==> src/sv/ostrt_pkg.sv <==
// Package: codes, widths and shared types of the ordered slot reorder tracker.
package ostrt_pkg;

    localparam int SLOT_COUNT_DEF = 8;
    localparam int SEQ_W          = 64;
    localparam int SLOT_W         = 8;
    localparam int OP_W           = 3;
    localparam int STATUS_W       = 3;

    localparam logic [OP_W-1:0] OP_ACQUIRE  = 3'd0;
    localparam logic [OP_W-1:0] OP_COMPLETE = 3'd1;
    localparam logic [OP_W-1:0] OP_FAIL     = 3'd2;
    localparam logic [OP_W-1:0] OP_PUBLISH  = 3'd3;
    localparam logic [OP_W-1:0] OP_QUERY    = 3'd4;

    localparam logic [STATUS_W-1:0] ST_OK         = 3'd0;
    localparam logic [STATUS_W-1:0] ST_FAILED     = 3'd1;
    localparam logic [STATUS_W-1:0] ST_ORDER      = 3'd2;
    localparam logic [STATUS_W-1:0] ST_FULL       = 3'd3;
    localparam logic [STATUS_W-1:0] ST_INDEX      = 3'd4;
    localparam logic [STATUS_W-1:0] ST_STALE      = 3'd5;
    localparam logic [STATUS_W-1:0] ST_STATE      = 3'd6;
    localparam logic [STATUS_W-1:0] ST_INCOMPLETE = 3'd7;

    typedef enum logic [1:0] {
        PH_FREE      = 2'd0,
        PH_SUBMITTED = 2'd1,
        PH_COMPLETED = 2'd2,
        PH_FAILED    = 2'd3
    } phase_t;

    typedef struct packed {
        phase_t             phase;
        logic [SEQ_W-1:0]   tag;
    } entry_t;

    localparam int ENTRY_W = $bits(entry_t);

    typedef struct packed {
        phase_t             phase;
        logic [SEQ_W-1:0]   tag;
        logic               tag_hit;
        logic               is_free;
        logic               is_submitted;
        logic               is_completed;
    } match_t;

endpackage

==> src/sv/ordered_slot_reorder_tracker_unit.sv <==
// Top level: sequencer, slot table and result register of the ordered slot reorder tracker.
// Sequence: complete, fail and publish go through PRE, READ, TEST and DONE to the result word;
// acquire and query scan the slot table one slot per READ/TEST pass, up to SLOT_COUNT slots.
// Early answers (failed, out of order, full, bad index, bad opcode) go from PRE straight to DONE.
// Throughput: one word at a time; the slot table RAM read port is visited once per slot step.
// Reset: all slots free via per-slot valid bits cleared at once, counters zero, no sweep.
module ordered_slot_reorder_tracker_unit #(
    parameter int SLOT_COUNT = ostrt_pkg::SLOT_COUNT_DEF
) (
    input  logic        aclk,
    input  logic        aresetn,
    input  logic        s_tvalid,
    output logic        s_tready,
    // [7:0] lease_slot, [71:8] lease_sequence
    input  logic [71:0] s_tdata,
    // [2:0] operation
    input  logic [2:0]  s_tuser,
    output logic        m_tvalid,
    input  logic        m_tready,
    // [2:0] status, [10:3] granted_slot, [74:11] granted_sequence,
    // [75] table_empty, [76] failure_seen, [79:77] zero
    output logic [79:0] m_tdata
);

    localparam int IDX_W = (SLOT_COUNT > 1) ? $clog2(SLOT_COUNT) : 1;
    localparam int CNT_W = $clog2(SLOT_COUNT + 1);
    localparam int SEQ_W = ostrt_pkg::SEQ_W;

    typedef enum logic [2:0] {
        FSM_IDLE,
        FSM_PRE,
        FSM_READ,
        FSM_TEST,
        FSM_DONE
    } fsm_t;

    fsm_t                          state_reg, state_next;
    logic [ostrt_pkg::OP_W-1:0]    op_reg, op_next;
    logic [7:0]                    slot_reg, slot_next;
    logic [SEQ_W-1:0]              seq_reg, seq_next;
    logic [IDX_W-1:0]              idx_reg, idx_next;
    logic [SEQ_W-1:0]              acq_cnt_reg, acq_cnt_next;
    logic [SEQ_W-1:0]              pub_cnt_reg, pub_cnt_next;
    logic [SEQ_W-1:0]              low_fail_reg, low_fail_next;
    logic                          fail_valid_reg, fail_valid_next;
    logic [CNT_W-1:0]              busy_reg, busy_next;
    logic [SLOT_COUNT-1:0]         valid_reg, valid_next;
    logic [2:0]                    res_status_reg, res_status_next;
    logic [7:0]                    res_slot_reg, res_slot_next;
    logic [SEQ_W-1:0]              res_seq_reg, res_seq_next;
    logic                          m_tvalid_reg, m_tvalid_next;
    logic [79:0]                   m_tdata_reg, m_tdata_next;

    logic                          ram_we;
    ostrt_pkg::entry_t             ram_wdata;
    logic [ostrt_pkg::ENTRY_W-1:0] ram_rdata;
    ostrt_pkg::match_t             mt;
    logic [SEQ_W-1:0]              key;
    logic                          bad_index;
    logic                          last_slot;
    logic                          lease_ok;
    logic [2:0]                    lease_status;

    ostrt_ram #(
        .WIDTH (ostrt_pkg::ENTRY_W),
        .DEPTH (SLOT_COUNT)
    ) u_table (
        .aclk  (aclk),
        .we    (ram_we),
        .waddr (idx_reg),
        .wdata (ram_wdata),
        .raddr (idx_reg),
        .rdata (ram_rdata)
    );

    assign key = (op_reg == ostrt_pkg::OP_QUERY) ? pub_cnt_reg : seq_reg;

    ostrt_match u_match (
        .entry_valid (valid_reg[idx_reg]),
        .entry       (ram_rdata),
        .key         (key),
        .result      (mt)
    );

    assign bad_index = ({1'b0, slot_reg} >= 9'(SLOT_COUNT));
    assign last_slot = (idx_reg == IDX_W'(SLOT_COUNT - 1));

    always_comb begin
        lease_status = ostrt_pkg::ST_OK;
        case (op_reg)
            ostrt_pkg::OP_COMPLETE: begin
                if (!mt.tag_hit) begin
                    lease_status = ostrt_pkg::ST_STALE;
                end else if (!mt.is_submitted) begin
                    lease_status = ostrt_pkg::ST_STATE;
                end
            end
            ostrt_pkg::OP_FAIL: begin
                if (!mt.tag_hit) begin
                    lease_status = ostrt_pkg::ST_STALE;
                end else if (!(mt.is_submitted || mt.is_completed)) begin
                    lease_status = ostrt_pkg::ST_STATE;
                end
            end
            ostrt_pkg::OP_PUBLISH: begin
                if (!mt.tag_hit) begin
                    lease_status = ostrt_pkg::ST_STALE;
                end else if (!mt.is_completed) begin
                    lease_status = ostrt_pkg::ST_STATE;
                end
            end
            default: begin
                lease_status = ostrt_pkg::ST_STATE;
            end
        endcase
    end

    assign lease_ok = (lease_status == ostrt_pkg::ST_OK);

    always_comb begin
        state_next      = state_reg;
        op_next         = op_reg;
        slot_next       = slot_reg;
        seq_next        = seq_reg;
        idx_next        = idx_reg;
        acq_cnt_next    = acq_cnt_reg;
        pub_cnt_next    = pub_cnt_reg;
        low_fail_next   = low_fail_reg;
        fail_valid_next = fail_valid_reg;
        busy_next       = busy_reg;
        valid_next      = valid_reg;
        res_status_next = res_status_reg;
        res_slot_next   = res_slot_reg;
        res_seq_next    = res_seq_reg;
        m_tvalid_next   = m_tvalid_reg;
        m_tdata_next    = m_tdata_reg;
        ram_we          = 1'b0;
        ram_wdata.phase = ostrt_pkg::PH_FREE;
        ram_wdata.tag   = seq_reg;

        if (m_tvalid_reg && m_tready) begin
            m_tvalid_next = 1'b0;
        end

        case (state_reg)
            FSM_IDLE: begin
                if (s_tvalid) begin
                    op_next    = s_tuser;
                    slot_next  = s_tdata[7:0];
                    seq_next   = s_tdata[71:8];
                    state_next = FSM_PRE;
                end
            end
            FSM_PRE: begin
                res_status_next = ostrt_pkg::ST_STATE;
                res_slot_next   = '0;
                res_seq_next    = '0;
                state_next      = FSM_DONE;
                idx_next        = '0;
                case (op_reg)
                    ostrt_pkg::OP_ACQUIRE: begin
                        if (fail_valid_reg) begin
                            res_status_next = ostrt_pkg::ST_FAILED;
                        end else if (seq_reg != acq_cnt_reg) begin
                            res_status_next = ostrt_pkg::ST_ORDER;
                        end else if (busy_reg == CNT_W'(SLOT_COUNT)) begin
                            res_status_next = ostrt_pkg::ST_FULL;
                        end else begin
                            state_next = FSM_READ;
                        end
                    end
                    ostrt_pkg::OP_COMPLETE, ostrt_pkg::OP_FAIL: begin
                        if (bad_index) begin
                            res_status_next = ostrt_pkg::ST_INDEX;
                        end else begin
                            idx_next   = slot_reg[IDX_W-1:0];
                            state_next = FSM_READ;
                        end
                    end
                    ostrt_pkg::OP_PUBLISH: begin
                        if (seq_reg != pub_cnt_reg) begin
                            res_status_next = ostrt_pkg::ST_ORDER;
                        end else if (bad_index) begin
                            res_status_next = ostrt_pkg::ST_INDEX;
                        end else begin
                            idx_next   = slot_reg[IDX_W-1:0];
                            state_next = FSM_READ;
                        end
                    end
                    ostrt_pkg::OP_QUERY: begin
                        if (fail_valid_reg && (pub_cnt_reg >= low_fail_reg)) begin
                            res_status_next = ostrt_pkg::ST_FAILED;
                        end else begin
                            state_next = FSM_READ;
                        end
                    end
                    default: begin
                        res_status_next = ostrt_pkg::ST_STATE;
                    end
                endcase
            end
            FSM_READ: begin
                state_next = FSM_TEST;
            end
            FSM_TEST: begin
                state_next = FSM_DONE;
                case (op_reg)
                    ostrt_pkg::OP_ACQUIRE: begin
                        if (mt.is_free) begin
                            ram_we               = 1'b1;
                            ram_wdata.phase      = ostrt_pkg::PH_SUBMITTED;
                            valid_next[idx_reg]  = 1'b1;
                            acq_cnt_next         = acq_cnt_reg + 1'b1;
                            busy_next            = busy_reg + 1'b1;
                            res_status_next      = ostrt_pkg::ST_OK;
                            res_slot_next        = 8'(idx_reg);
                            res_seq_next         = seq_reg;
                        end else if (last_slot) begin
                            res_status_next = ostrt_pkg::ST_FULL;
                        end else begin
                            idx_next   = idx_reg + 1'b1;
                            state_next = FSM_READ;
                        end
                    end
                    ostrt_pkg::OP_QUERY: begin
                        if (mt.tag_hit && mt.is_completed) begin
                            res_status_next = ostrt_pkg::ST_OK;
                            res_slot_next   = 8'(idx_reg);
                            res_seq_next    = mt.tag;
                        end else if (last_slot) begin
                            res_status_next = ostrt_pkg::ST_INCOMPLETE;
                        end else begin
                            idx_next   = idx_reg + 1'b1;
                            state_next = FSM_READ;
                        end
                    end
                    default: begin
                        res_status_next = lease_status;
                        if (lease_ok) begin
                            ram_we              = 1'b1;
                            valid_next[idx_reg] = 1'b1;
                            case (op_reg)
                                ostrt_pkg::OP_COMPLETE: begin
                                    ram_wdata.phase = ostrt_pkg::PH_COMPLETED;
                                end
                                ostrt_pkg::OP_FAIL: begin
                                    ram_wdata.phase = ostrt_pkg::PH_FAILED;
                                    if (!fail_valid_reg || (seq_reg < low_fail_reg)) begin
                                        low_fail_next   = seq_reg;
                                        fail_valid_next = 1'b1;
                                    end
                                end
                                default: begin
                                    ram_wdata.phase = ostrt_pkg::PH_FREE;
                                    pub_cnt_next    = pub_cnt_reg + 1'b1;
                                    busy_next       = busy_reg - 1'b1;
                                end
                            endcase
                        end
                    end
                endcase
            end
            FSM_DONE: begin
                if (!m_tvalid_reg || m_tready) begin
                    m_tvalid_next = 1'b1;
                    m_tdata_next  = {3'b000, fail_valid_reg, (busy_reg == '0),
                                     res_seq_reg, res_slot_reg, res_status_reg};
                    state_next    = FSM_IDLE;
                end
            end
            default: begin
                state_next = FSM_IDLE;
            end
        endcase
    end

    always_ff @(posedge aclk) begin
        if (!aresetn) begin
            state_reg      <= FSM_IDLE;
            acq_cnt_reg    <= '0;
            pub_cnt_reg    <= '0;
            low_fail_reg   <= '1;
            fail_valid_reg <= 1'b0;
            busy_reg       <= '0;
            valid_reg      <= '0;
            m_tvalid_reg   <= 1'b0;
        end else begin
            state_reg      <= state_next;
            acq_cnt_reg    <= acq_cnt_next;
            pub_cnt_reg    <= pub_cnt_next;
            low_fail_reg   <= low_fail_next;
            fail_valid_reg <= fail_valid_next;
            busy_reg       <= busy_next;
            valid_reg      <= valid_next;
            m_tvalid_reg   <= m_tvalid_next;
        end
        op_reg         <= op_next;
        slot_reg       <= slot_next;
        seq_reg        <= seq_next;
        idx_reg        <= idx_next;
        res_status_reg <= res_status_next;
        res_slot_reg   <= res_slot_next;
        res_seq_reg    <= res_seq_next;
        m_tdata_reg    <= m_tdata_next;
    end

    assign s_tready = (state_reg == FSM_IDLE);
    assign m_tvalid = m_tvalid_reg;
    assign m_tdata  = m_tdata_reg;

    a_busy_bound: assert property (@(posedge aclk) disable iff (!aresetn)
        busy_reg <= CNT_W'(SLOT_COUNT))
        else $error("busy slot count exceeds table size");

    a_fail_sticky: assert property (@(posedge aclk) disable iff (!aresetn)
        fail_valid_reg |=> fail_valid_reg)
        else $error("failure record cleared");

    a_grant_zero: assert property (@(posedge aclk) disable iff (!aresetn)
        (m_tvalid && (m_tdata[2:0] != ostrt_pkg::ST_OK)) |-> (m_tdata[74:3] == '0))
        else $error("granted fields set on a non-ok result");

    a_publish_step: assert property (@(posedge aclk) disable iff (!aresetn)
        (state_reg == FSM_TEST && op_reg == ostrt_pkg::OP_PUBLISH && lease_ok)
        |=> (pub_cnt_reg == $past(pub_cnt_reg) + 1'b1))
        else $error("publish counter did not advance");

endmodule

==> src/sv/ostrt_ram.sv <==
// Generic single-write, single-read RAM with registered read data.
module ostrt_ram #(
    parameter int WIDTH = 8,
    parameter int DEPTH = 8
) (
    input  logic                                     aclk,
    input  logic                                     we,
    input  logic [((DEPTH > 1) ? $clog2(DEPTH) : 1)-1:0] waddr,
    input  logic [WIDTH-1:0]                         wdata,
    input  logic [((DEPTH > 1) ? $clog2(DEPTH) : 1)-1:0] raddr,
    output logic [WIDTH-1:0]                         rdata
);

    logic [WIDTH-1:0] mem [DEPTH];
    logic [WIDTH-1:0] rdata_reg;

    always_ff @(posedge aclk) begin
        if (we) begin
            mem[waddr] <= wdata;
        end
        rdata_reg <= mem[raddr];
    end

    assign rdata = rdata_reg;

endmodule

==> src/sv/ostrt_match.sv <==
// Shared slot evaluator: resolves an entry's phase and tag and compares the tag to a key.
module ostrt_match (
    input  logic                           entry_valid,
    input  ostrt_pkg::entry_t              entry,
    input  logic [ostrt_pkg::SEQ_W-1:0]    key,
    output ostrt_pkg::match_t              result
);

    ostrt_pkg::phase_t                phase;
    logic [ostrt_pkg::SEQ_W-1:0]      tag;

    // never-written entries read as free with a zero tag
    assign phase = entry_valid ? entry.phase : ostrt_pkg::PH_FREE;
    assign tag   = entry_valid ? entry.tag : '0;

    always_comb begin
        result.phase        = phase;
        result.tag          = tag;
        result.tag_hit      = (tag == key);
        result.is_free      = (phase == ostrt_pkg::PH_FREE);
        result.is_submitted = (phase == ostrt_pkg::PH_SUBMITTED);
        result.is_completed = (phase == ostrt_pkg::PH_COMPLETED);
    end

endmodule

==> config.mk <==
export PLATFORM = sky130hd
export DESIGN_NAME = ordered_slot_reorder_tracker_unit
export DESIGN_NICKNAME = d
export VERILOG_FILES = /design/src/sv/ostrt_pkg.sv /design/src/sv/ordered_slot_reorder_tracker_unit.sv /design/src/sv/ostrt_ram.sv /design/src/sv/ostrt_match.sv
export SDC_FILE = /design/constraint.sdc
export NUM_CORES = 1
export LEC_CHECK = 0
export ABC_AREA = 1
export BUFFER_PORTS_ARGS = -buffer_cell sky130_fd_sc_hd__buf_2
export CAP_MARGIN = 20
export CORE_ASPECT_RATIO = 0.8
export CORE_MARGIN = 2
export CORE_UTILIZATION = 35
export CTS_BUF_LIST = sky130_fd_sc_hd__clkbuf_8 sky130_fd_sc_hd__clkbuf_16
export DETAILED_ROUTE_END_ITERATION = 16
export GPL_TIMING_DRIVEN = 0
export HOLD_SLACK_MARGIN = 0.02
export MAX_ROUTING_LAYER = met4
export PLACE_DENSITY = 0.58
export RECOVER_POWER = 25
export SLEW_MARGIN = 10
export SYNTH_ARGS = -nofsm -noshare
export SYNTH_HDL_FRONTEND = slang
export SYNTH_HIERARCHICAL = 1
export SYNTH_SLANG_ARGS = --single-unit
==> constraint.sdc <==
create_clock -name aclk -period 19.2 [get_ports aclk]
set_input_delay 5.76 -clock aclk [delete_from_list [all_inputs] [get_ports aclk]]
set_output_delay 5.76 -clock aclk [all_outputs]
set_load 0.05 [all_outputs]
# == Word level (Yosys, flattened, before mapping) ==
# Memories as Yosys holds them, arrays and structs flattened. A register that Yosys moved wholly into a read port is not among the register bits.
# Index checks and enable logic that the tools add are counted.
# classes
addsub,5
n_lt_le_gt_ge,5
eq_ne,26
mux,78
n_bitwise,4
reduce_logical,29
# ops
cell,count
2-to-1 mux 64 bit,4
one-hot mux 64 bit (2 select lines),2
adder 64 x 1 -> 64 bit (second input constant),2
inequality test 64 bit,2
2-to-1 mux 3 bit,31
equality test 64 bit,1
>= comparator 64 bit,1
less-than comparator 64 bit,1
one-hot mux 8 bit (2 select lines),3
one-hot mux 3 bit (2 select lines),6
2-to-1 mux 8 bit,4
one-hot mux 3 bit (4 select lines),2
AND reduction 4 bit,4
inequality test 3 bit (second input constant),5
one-hot mux 3 bit (5 select lines),1
equality test 3 x 2 -> 1 bit (second input constant),4
2-to-1 mux 4 bit,3
2-to-1 mux 1 bit,11
AND reduction 5 bit,2
equality test 3 bit (second input constant),3
zero test 3 bit,3
one-hot mux 3 bit (3 select lines),1
>= comparator 8 x 4 -> 1 bit (second input constant),1
2-to-1 mux 2 bit,4
other kinds (28),46
# totals
ff_bits,439
ramBits,528
input_bits,79
output_inout_bits,82
elab_cells,164
mem_count,1
# memory_table
name,words,word_bits,rd,rd_ports_with_merged_regs,wr,line,source
u_table.mem,8,66,1,1,1,ostrt_ram.sv:14,logic [WIDTH-1:0] mem [DEPTH];

# == Logic depth before layout (Yosys ltp) ==
# Gate-level depths: netlist of the first run.
# depth
depth_word,14
mapped_depth,30
ltp_nobuf,26

# == By module ==
# Netlist of the first run, hierarchy kept.
# by_module_without_submodules
mod,instances,cells_each,area_per_inst_um2,seq_area_each_um2
ostrt_ram,1,2365,24263.3,17176.5
ordered_slot_reorder_tracker_unit,1,3062,24069.3,10790.3
ostrt_match,1,441,1795.5,0.0

# == Worst setup path before layout of the first run ==
# No wires, ideal clock.
# synth_timing
kind,in2reg
start,in s_tvalid
end,"reg op_reg[0] (netlist bit), enable pin"
setup_ps,615
arrival_time_ps,11169
required_time_ps,18585
path_slack_ps,7416
cell_stages,1
n_path_buf,0
cell_sequence,nor3b_1
# synth_between
elab_chain_cells,1
# synth_rtl
item,line,source
start: declaration,ordered_slot_reorder_tracker_unit.sv:12,"input logic s_tvalid,"
AND reduction 2 bit (no line),n/a,
end signal: assignment,ordered_slot_reorder_tracker_unit.sv:297,op_reg <= op_next;
end: declaration,ordered_slot_reorder_tracker_unit.sv:38,"logic [ostrt_pkg::OP_W-1:0] op_reg, op_next;"
# Every way passes these cells.
# A chain may end at the register's enable or synchronous reset.

==> flow_metrics.env, run 1 <==
export IMPL_gr_usage_all_layers_pct=23.7
export IMPL_status="finished clean"
export IMPL_placed_area_sq_um=54100
export IMPL_drive_gt1_share_pct=9.54
export IMPL_largest_register_ffs=528
export IMPL_die_w_microns=427
export IMPL_area_delta_synth_final_pct=15.8
export IMPL_clock_sinks=1023
export IMPL_critPathRequiredTime_ns=19.68
export IMPL_ir_worst_vdd_mv=0.0652
export IMPL_die_area_sq_um=146000
export IMPL_endpoint="u_table/mem[4][7]"
export IMPL_cp_arrival_ns=7.96
export IMPL_critPathSlowestCell="nor2_2"
export IMPL_cts_tree="built"
export IMPL_cts_hold_buf=0
export IMPL_grt_ovfl_total=0
export IMPL_synth_area_leaders="edfxtp_1 (45%), nand2_1 (14%), dfxtp_1 (11%)"
export IMPL_syn_avg_cell_area_sq_um=8.54
export IMPL_met2_length_mm=76.1
export IMPL_cts_reportedPaths_clkPinSlew_ns=0.06
export IMPL_regToRegSetupSlack_ns=11.72
export IMPL_synth_edff_count=748
export IMPL_stdcell_area_sq_um=58000
export IMPL_coreArea_sq_um=143000
export IMPL_hold_viol_final=0
export IMPL_tns_ns=0
export IMPL_clk_latency_ns=0.75
export IMPL_clock_skew_ns=0.0316
export IMPL_rr_endpoint="u_table/mem[4][7]"
export IMPL_cts_setup_buffers=0
export IMPL_leakage_nw=26.2
export IMPL_grt_antenna_before_repair=11
export IMPL_detail_route_wl_per_cell_microns=20.8
export IMPL_drt_wl_total_mm=170
export IMPL_synthTopCellsByCount="nand2_1 (1,908), inv_1 (996), edfxtp_1 (748)"
export IMPL_ant_nets=0
export IMPL_maxSlewViolCount=0
export IMPL_ios=161
export IMPL_r2r_start="op_reg[0]"
export IMPL_yosys_area_share_simple_pct=24.9
export IMPL_crit_top_cell="nand2_1"
export IMPL_root_buffer="clkbuf_16"
export IMPL_start_kind="flop"
export IMPL_synth_top_area_share_pct=44.8
export IMPL_synth_distinct_cells=55
export IMPL_rr_worst_depth=28
export IMPL_syn_area_sq_um=50100
export IMPL_io_buffers=152
export IMPL_synthXorXnorAreaFrac_pct=2.11
export IMPL_num_vias=40100
export IMPL_synth_area_mux_share_pct=0
export IMPL_start_util_pct=35.2
export IMPL_cap_violations=0
export IMPL_synth_top_family_by_area="simple AND/OR/NAND/NOR gates"
export IMPL_nets=6397
export IMPL_hp_class="reg -> reg"
export IMPL_rsz0062_at_grt="false"
export IMPL_met3RoutedLength_mm=12.9
export IMPL_clock_path_buffers=3
export IMPL_synth_seq_cells=1023
export IMPL_slew_headroom_pct=15.5
export IMPL_grt_max_degree=25
export IMPL_crit_path_max_fanout=23
export IMPL_post_route_period_util_pct=38.9
export IMPL_async_reset_ff_share_pct=0
export IMPL_drcViolationCount=0
export IMPL_grt_pass1_vias=37900
export IMPL_dp_hpwl_mm=127
export IMPL_grt_pass1_wl_mm=248
export IMPL_cts_buffers=109
export IMPL_synth_most_common_cell="nand2_1"
export IMPL_critPathLaunch="op_reg[0]"
export IMPL_seq_area_frac_synth_pct=55.8
export IMPL_ys_flop_type="edfxtp_1"
export IMPL_cp_end_kind="flop"
export IMPL_p_per_area_nw_per_um2=86.4
export IMPL_wl_met1_mm=76.4
export IMPL_fin_crit_ns=7.48
export IMPL_syn_inst=5868
export IMPL_rows=124
export IMPL_htree_num_levels=3
export IMPL_slowest_delay_ns=0.72
export IMPL_fmax_mhz=134
export IMPL_initialDrtViolationCount=4499
export IMPL_crit_type="reg -> reg"
export IMPL_ys_warn_count=6
export IMPL_post_cts_resized=0
export IMPL_vias_per_cell=4.91
export IMPL_fillCellCount=14100
export IMPL_firstDrtPassIters=6
export IMPL_finalSetupViolCount=0
export IMPL_power_mw=5.02
export IMPL_tightest_slew_ns=1.27
export IMPL_synth_compound_area_share_pct=4.26
export IMPL_gp_congestion=0.945
export IMPL_yosysTopAreaCell="edfxtp_1"
export IMPL_synth_adder_area_share_pct=3.36
export IMPL_routed_top_layer="met4"
export IMPL_die_h_microns=342
[routing by layer]
layer,track usage (%),vias up
li1,-,19400
met1,32.8,19000
met2,36.0,1515
met3,3.73,258
met4,6.43,0
met5,-,-
[where the power goes]
part / switching [mW] / total [mW] / leakage, nW / internal [mW]
sequential: 0.0852 / 2.50 / 9.00 / 2.41
clock: 0.947 / 2.28 / 1.97 / 1.34
combinational: 0.168 / 0.237 / 15.3 / 0.0694
total: 1.20 / 5.02 / 26.2 / 3.82
[layout make-up]
cell class	instances	area, sq um	area share, %
Antenna cell	8	20.0	0.0345
Tap cell	1890	2360	4.07
Multi-Input combinational cell	3629	17500	30.1
Clock inverter	81	950	1.64
Clock buffer	124	2980	5.13
Buffer	207	1010	1.73
Sequential cell	1023	28000	48.2
Timing Repair Buffer	198	1500	2.58
Inverter	1016	3810	6.57
[cell families (layout without fill, tap and decap cells)]
group | after synthesis | after routing
compound gates | 408 | 408
xor+xnor | 121 | 121
fa+ha+maj | 134 | 134
buf+inv | 1223 | 1626
flops | 1023 | 1023
other cells | 1 | 16
simple gates | 2958 | 2958
[worst max-delay path: cells and delay by family (launching register included)]
family | cells | cell delay, ns
buf+inv | 9 | 2.75
flops | 1 | 0.42
simple gates | 16 | 3.50
compound gates | 3 | 0.48
[through the flow]
step           hold WS [ns]  setup WS, ns  util [%]  instances
2_1_floorplan         0.400          7.42         -       5875
5_1_grt               0.411         11.52      40.7       8170
3_5_place_dp          0.405         11.05      37.9       7963
4_1_cts               0.399         11.69      40.7       8168
3_3_place_gp          0.406          1.33      37.4       7917
6_report              0.405         11.72      40.7       8176
[placed cells by master (no fill, tap or decap), types with 9 or more instances in the layout]
cell        netlist  routed
clkbuf_8          0      11
edfxtp_1        748     748
a21oi_1         249     248
dfxtp_1         275     275
nor2_2           10      12
nand2_1        1908    1908
buf_4            14      26
o21ai_0         118     118
xor2_1          119     119
inv_1           996    1015
buf_1            13      13
clkbuf_1         64      64
nor2_1          301     291
nor4_1           23      23
inv_2            18      18
clkinvlp_4        0       9
nor2_4            7      15
nand3_1         502     502
buf_2           111     263
buf_12            0      13
bufinv_16         0      16
nand4_1          61      61
clkinv_2          1      18
buf_6             5      16
o21a_1           13      13
ha_1            133     133
clkbuf_16         0     113
nor3_1           94      92
nor3_2           10      12
buf_16            0       9
[worst min-delay path by stage]
stage                                  from           to  cells past startpoint
after detailed placement  res_status_reg[0]   m_tdata[0]                      0
final                       res_seq_reg[45]  m_tdata[56]                      0
after global placement      res_seq_reg[20]  m_tdata[31]                      0
after CTS                   res_seq_reg[45]  m_tdata[56]                      0
after floorplan           res_status_reg[0]   m_tdata[0]                      0
after global routing        res_seq_reg[49]  m_tdata[60]                      0
No activity file was read; power rests on OpenSTA's default activity.
==> inputs of run 2 (changes only) <==
--- a/config.mk
+++ b/config.mk
@@ -5,7 +5,7 @@
 export SDC_FILE = /design/constraint.sdc
 export NUM_CORES = 1
 export LEC_CHECK = 0
-export ABC_AREA = 1
+export ABC_AREA = 0
 export BUFFER_PORTS_ARGS = -buffer_cell sky130_fd_sc_hd__buf_2
 export CAP_MARGIN = 20
 export CORE_ASPECT_RATIO = 0.8
==> constraint.sdc (replaced) <==
create_clock -name aclk -period 7.4 [get_ports aclk]
set_input_delay 2.22 -clock aclk [delete_from_list [all_inputs] [get_ports aclk]]
set_output_delay 2.22 -clock aclk [all_outputs]
set_load 0.05 [all_outputs]
==> run 2 against run 1 <==
Against the previous run:
- utilization is 0.13 points higher
- register-to-register slack got worse by 12 ns
- clock-buffer cell count decreased by 15
- sequential cell count stayed put
- critical endpoint is now low_fail_reg[4]
==> flow_metrics.env, run 2 <==
export IMPL_grt_ovfl_total=0
export IMPL_drt_wl_total_mm=143
export IMPL_yosysTopAreaCell="edfxtp_1"
export IMPL_firstDrtPassIters=6
export IMPL_ant_nets=0
export IMPL_start_kind="flop"
export IMPL_cap_violations=0
export IMPL_fin_crit_ns=7.28
export IMPL_ir_worst_vdd_mv=0.191
export IMPL_hold_ws_ns=0.417
export IMPL_clk_latency_ns=0.75
export IMPL_finalSetupViolCount=0
export IMPL_cts_tree="built"
export IMPL_fin_ws_ns=0.119
export IMPL_largest_register_ffs=528
export IMPL_start_util_pct=35.2
export IMPL_hold_viol_final=0
export IMPL_cts_buffers=101
export IMPL_crit_path_max_fanout=10
export IMPL_synth_seq_cells=1023
export IMPL_seq_area_frac_synth_pct=60.6
export IMPL_async_reset_ff_share_pct=0
export IMPL_status="finished clean"
export IMPL_synthTopCellsByCount="edfxtp_1 (748), nand2_1 (350), dfxtp_1 (275)"
export IMPL_synth_area_leaders="edfxtp_1 (49%), dfxtp_1 (12%), mux4_2 (6.4%)"
export IMPL_coreArea_sq_um=131000
export IMPL_placed_area_sq_um=50000
export IMPL_drive_gt1_share_pct=18.8
export IMPL_syn_area_sq_um=46200
export IMPL_grt_pass1_vias=28600
export IMPL_cts_reportedPaths_clkPinSlew_ns=0.06
export IMPL_cp_end_kind="flop"
export IMPL_layout_commonest_cell="edfxtp_1"
export IMPL_grt_antenna_before_repair=7
export IMPL_fin_cells=5585
export IMPL_die_h_microns=329
export IMPL_layout_common_cells="edfxtp_1 (748), nand2_1 (350), dfxtp_1 (275)"
export IMPL_ios=161
export IMPL_detail_route_wl_per_cell_microns=25.6
export IMPL_htree_num_levels=3
export IMPL_die_w_microns=410
export IMPL_place_inst=5390
export IMPL_cts_hold_buf=0
export IMPL_pre_cts_slack_ns=-0.112
export IMPL_root_buffer="clkbuf_16"
export IMPL_rsz0062_at_grt="false"
export IMPL_grt_max_degree=45
export IMPL_p_per_area_nw_per_um2=235
export IMPL_cts_setup_buffers=0
export IMPL_num_vias=30300
export IMPL_clock_path_buffers=3
export IMPL_ys_warn_count=6
export IMPL_post_route_period_util_pct=98.4
export IMPL_dp_hpwl_mm=105
export IMPL_clock_skew_ns=0.0503
export IMPL_critPathRequiredTime_ns=7.97
export IMPL_hp_class="reg -> reg"
export IMPL_slew_headroom_pct=22.8
export IMPL_io_buffers=151
export IMPL_cp_arrival_ns=7.85
export IMPL_area_delta_synth_final_pct=16.1
export IMPL_synth_top_area_share_pct=48.6
export IMPL_ys_flop_type="edfxtp_1"
export IMPL_fmax_mhz=137
export IMPL_die_area_sq_um=135000
export IMPL_nets=3953
export IMPL_crit_type="reg -> reg"
export IMPL_drcViolationCount=0
export IMPL_stdcell_area_sq_um=53600
export IMPL_leakage_nw=19.5
export IMPL_syn_avg_cell_area_sq_um=13.4
export IMPL_tightest_slew_ns=1.16
export IMPL_rows=119
export IMPL_clock_sinks=1023
export IMPL_initialDrtViolationCount=3874
export IMPL_maxSlewViolCount=0
export IMPL_gp_congestion=0.983
export IMPL_grt_pass1_wl_mm=204
export IMPL_synth_edff_count=748
export IMPL_power_mw=12.6
export IMPL_vias_per_cell=5.43
export IMPL_syn_inst=3439
export IMPL_gr_usage_all_layers_pct=21.5
export IMPL_synth_most_common_cell="edfxtp_1"
export IMPL_synth_distinct_cells=84
run 2: final timing paths:
kind	start	end	slack, ns	cells after the start
setup / recovery	idx_reg[1]	low_fail_reg[4]	0.12	20
hold / removal	res_seq_reg[35]	m_tdata[46]	0.42	0
setup reg to reg	idx_reg[1]	low_fail_reg[4]	0.12	20
hold reg to reg	res_seq_reg[35]	m_tdata[46]	0.42	0
run 2: cell type report:
class                   count  area [sq um]
well taps                1754          2190
clock buffers             109          2640
diodes                      2          5.00
inverters                 161           604
flip-flops and latches   1023         28000
multi-input cells        2084         16800
fillers                 12300         77700
plain buffers             178           981
repair buffers            191          1490
clock inverters            83          1000
run 2: logic make-up (layout without fill, tap and decap cells):
family	Yosys count	in the layout	share of synthesized area (%)
AND/OR/NAND/NOR	1002	1002	11.5
other	1	10	0.00812
AO/OA/AOI/OAI	457	457	7.32
multiplexers	222	222	8.57
adder cells (fa/ha/maj)	134	134	3.65
XOR/XNOR	261	261	4.99
flip-flops	1023	1023	60.6
buffers and inverters	339	722	3.42
run 2: through the flow:
stage / TNS, ns / utilization, %
after global placement: -3002.08 / 37.4
after global routing: 0 / 40.8
after detailed placement: -2.90 / 38.1
final: 0 / 40.8
after CTS: 0 / 40.8
after floorplan: 0 / -
run 2: what timing repair did:
action / CTS / global route
resized for setup: 1 / 4
setup endpoints to repair: 34 / 61
hold endpoints to repair: 0 / 0
run 2: critical path, cell delays in order, from the launching register on:
cell and delay, ns:
edfxtp_1 0.85, clkbuf_1 0.35, inv_1 0.19, o21ai_0 0.73, buf_6 0.27, buf_4 0.27
buf_2 0.48, nand4_1 0.24, a22oi_1 0.37, nand4_1 0.20, nor4_2 0.28, buf_4 0.26
nand2_1 0.19, nor3_2 0.59, o31ai_1 0.29, o32a_1 0.36, clkbuf_1 0.34, buf_8 0.28
clkbuf_1 0.24, o211ai_1 0.20, o211ai_2 0.12
run 2: where the power goes:
group	leakage (nW)	switching, mW	internal, mW	total, mW
Clock	1.84	2.36	3.21	5.57
Combinational	8.63	0.384	0.217	0.601
Sequential	9.04	0.200	6.24	6.44
run 2: per-layer routing:
layer	wire length (microns)	vias up	global-route usage, %
met1	67200	15300	32.3
met5	0	-	-
met3	12200	208	3.53
li1	-	13500	-
met2	60100	1372	30.2
met4	3720	0	5.18
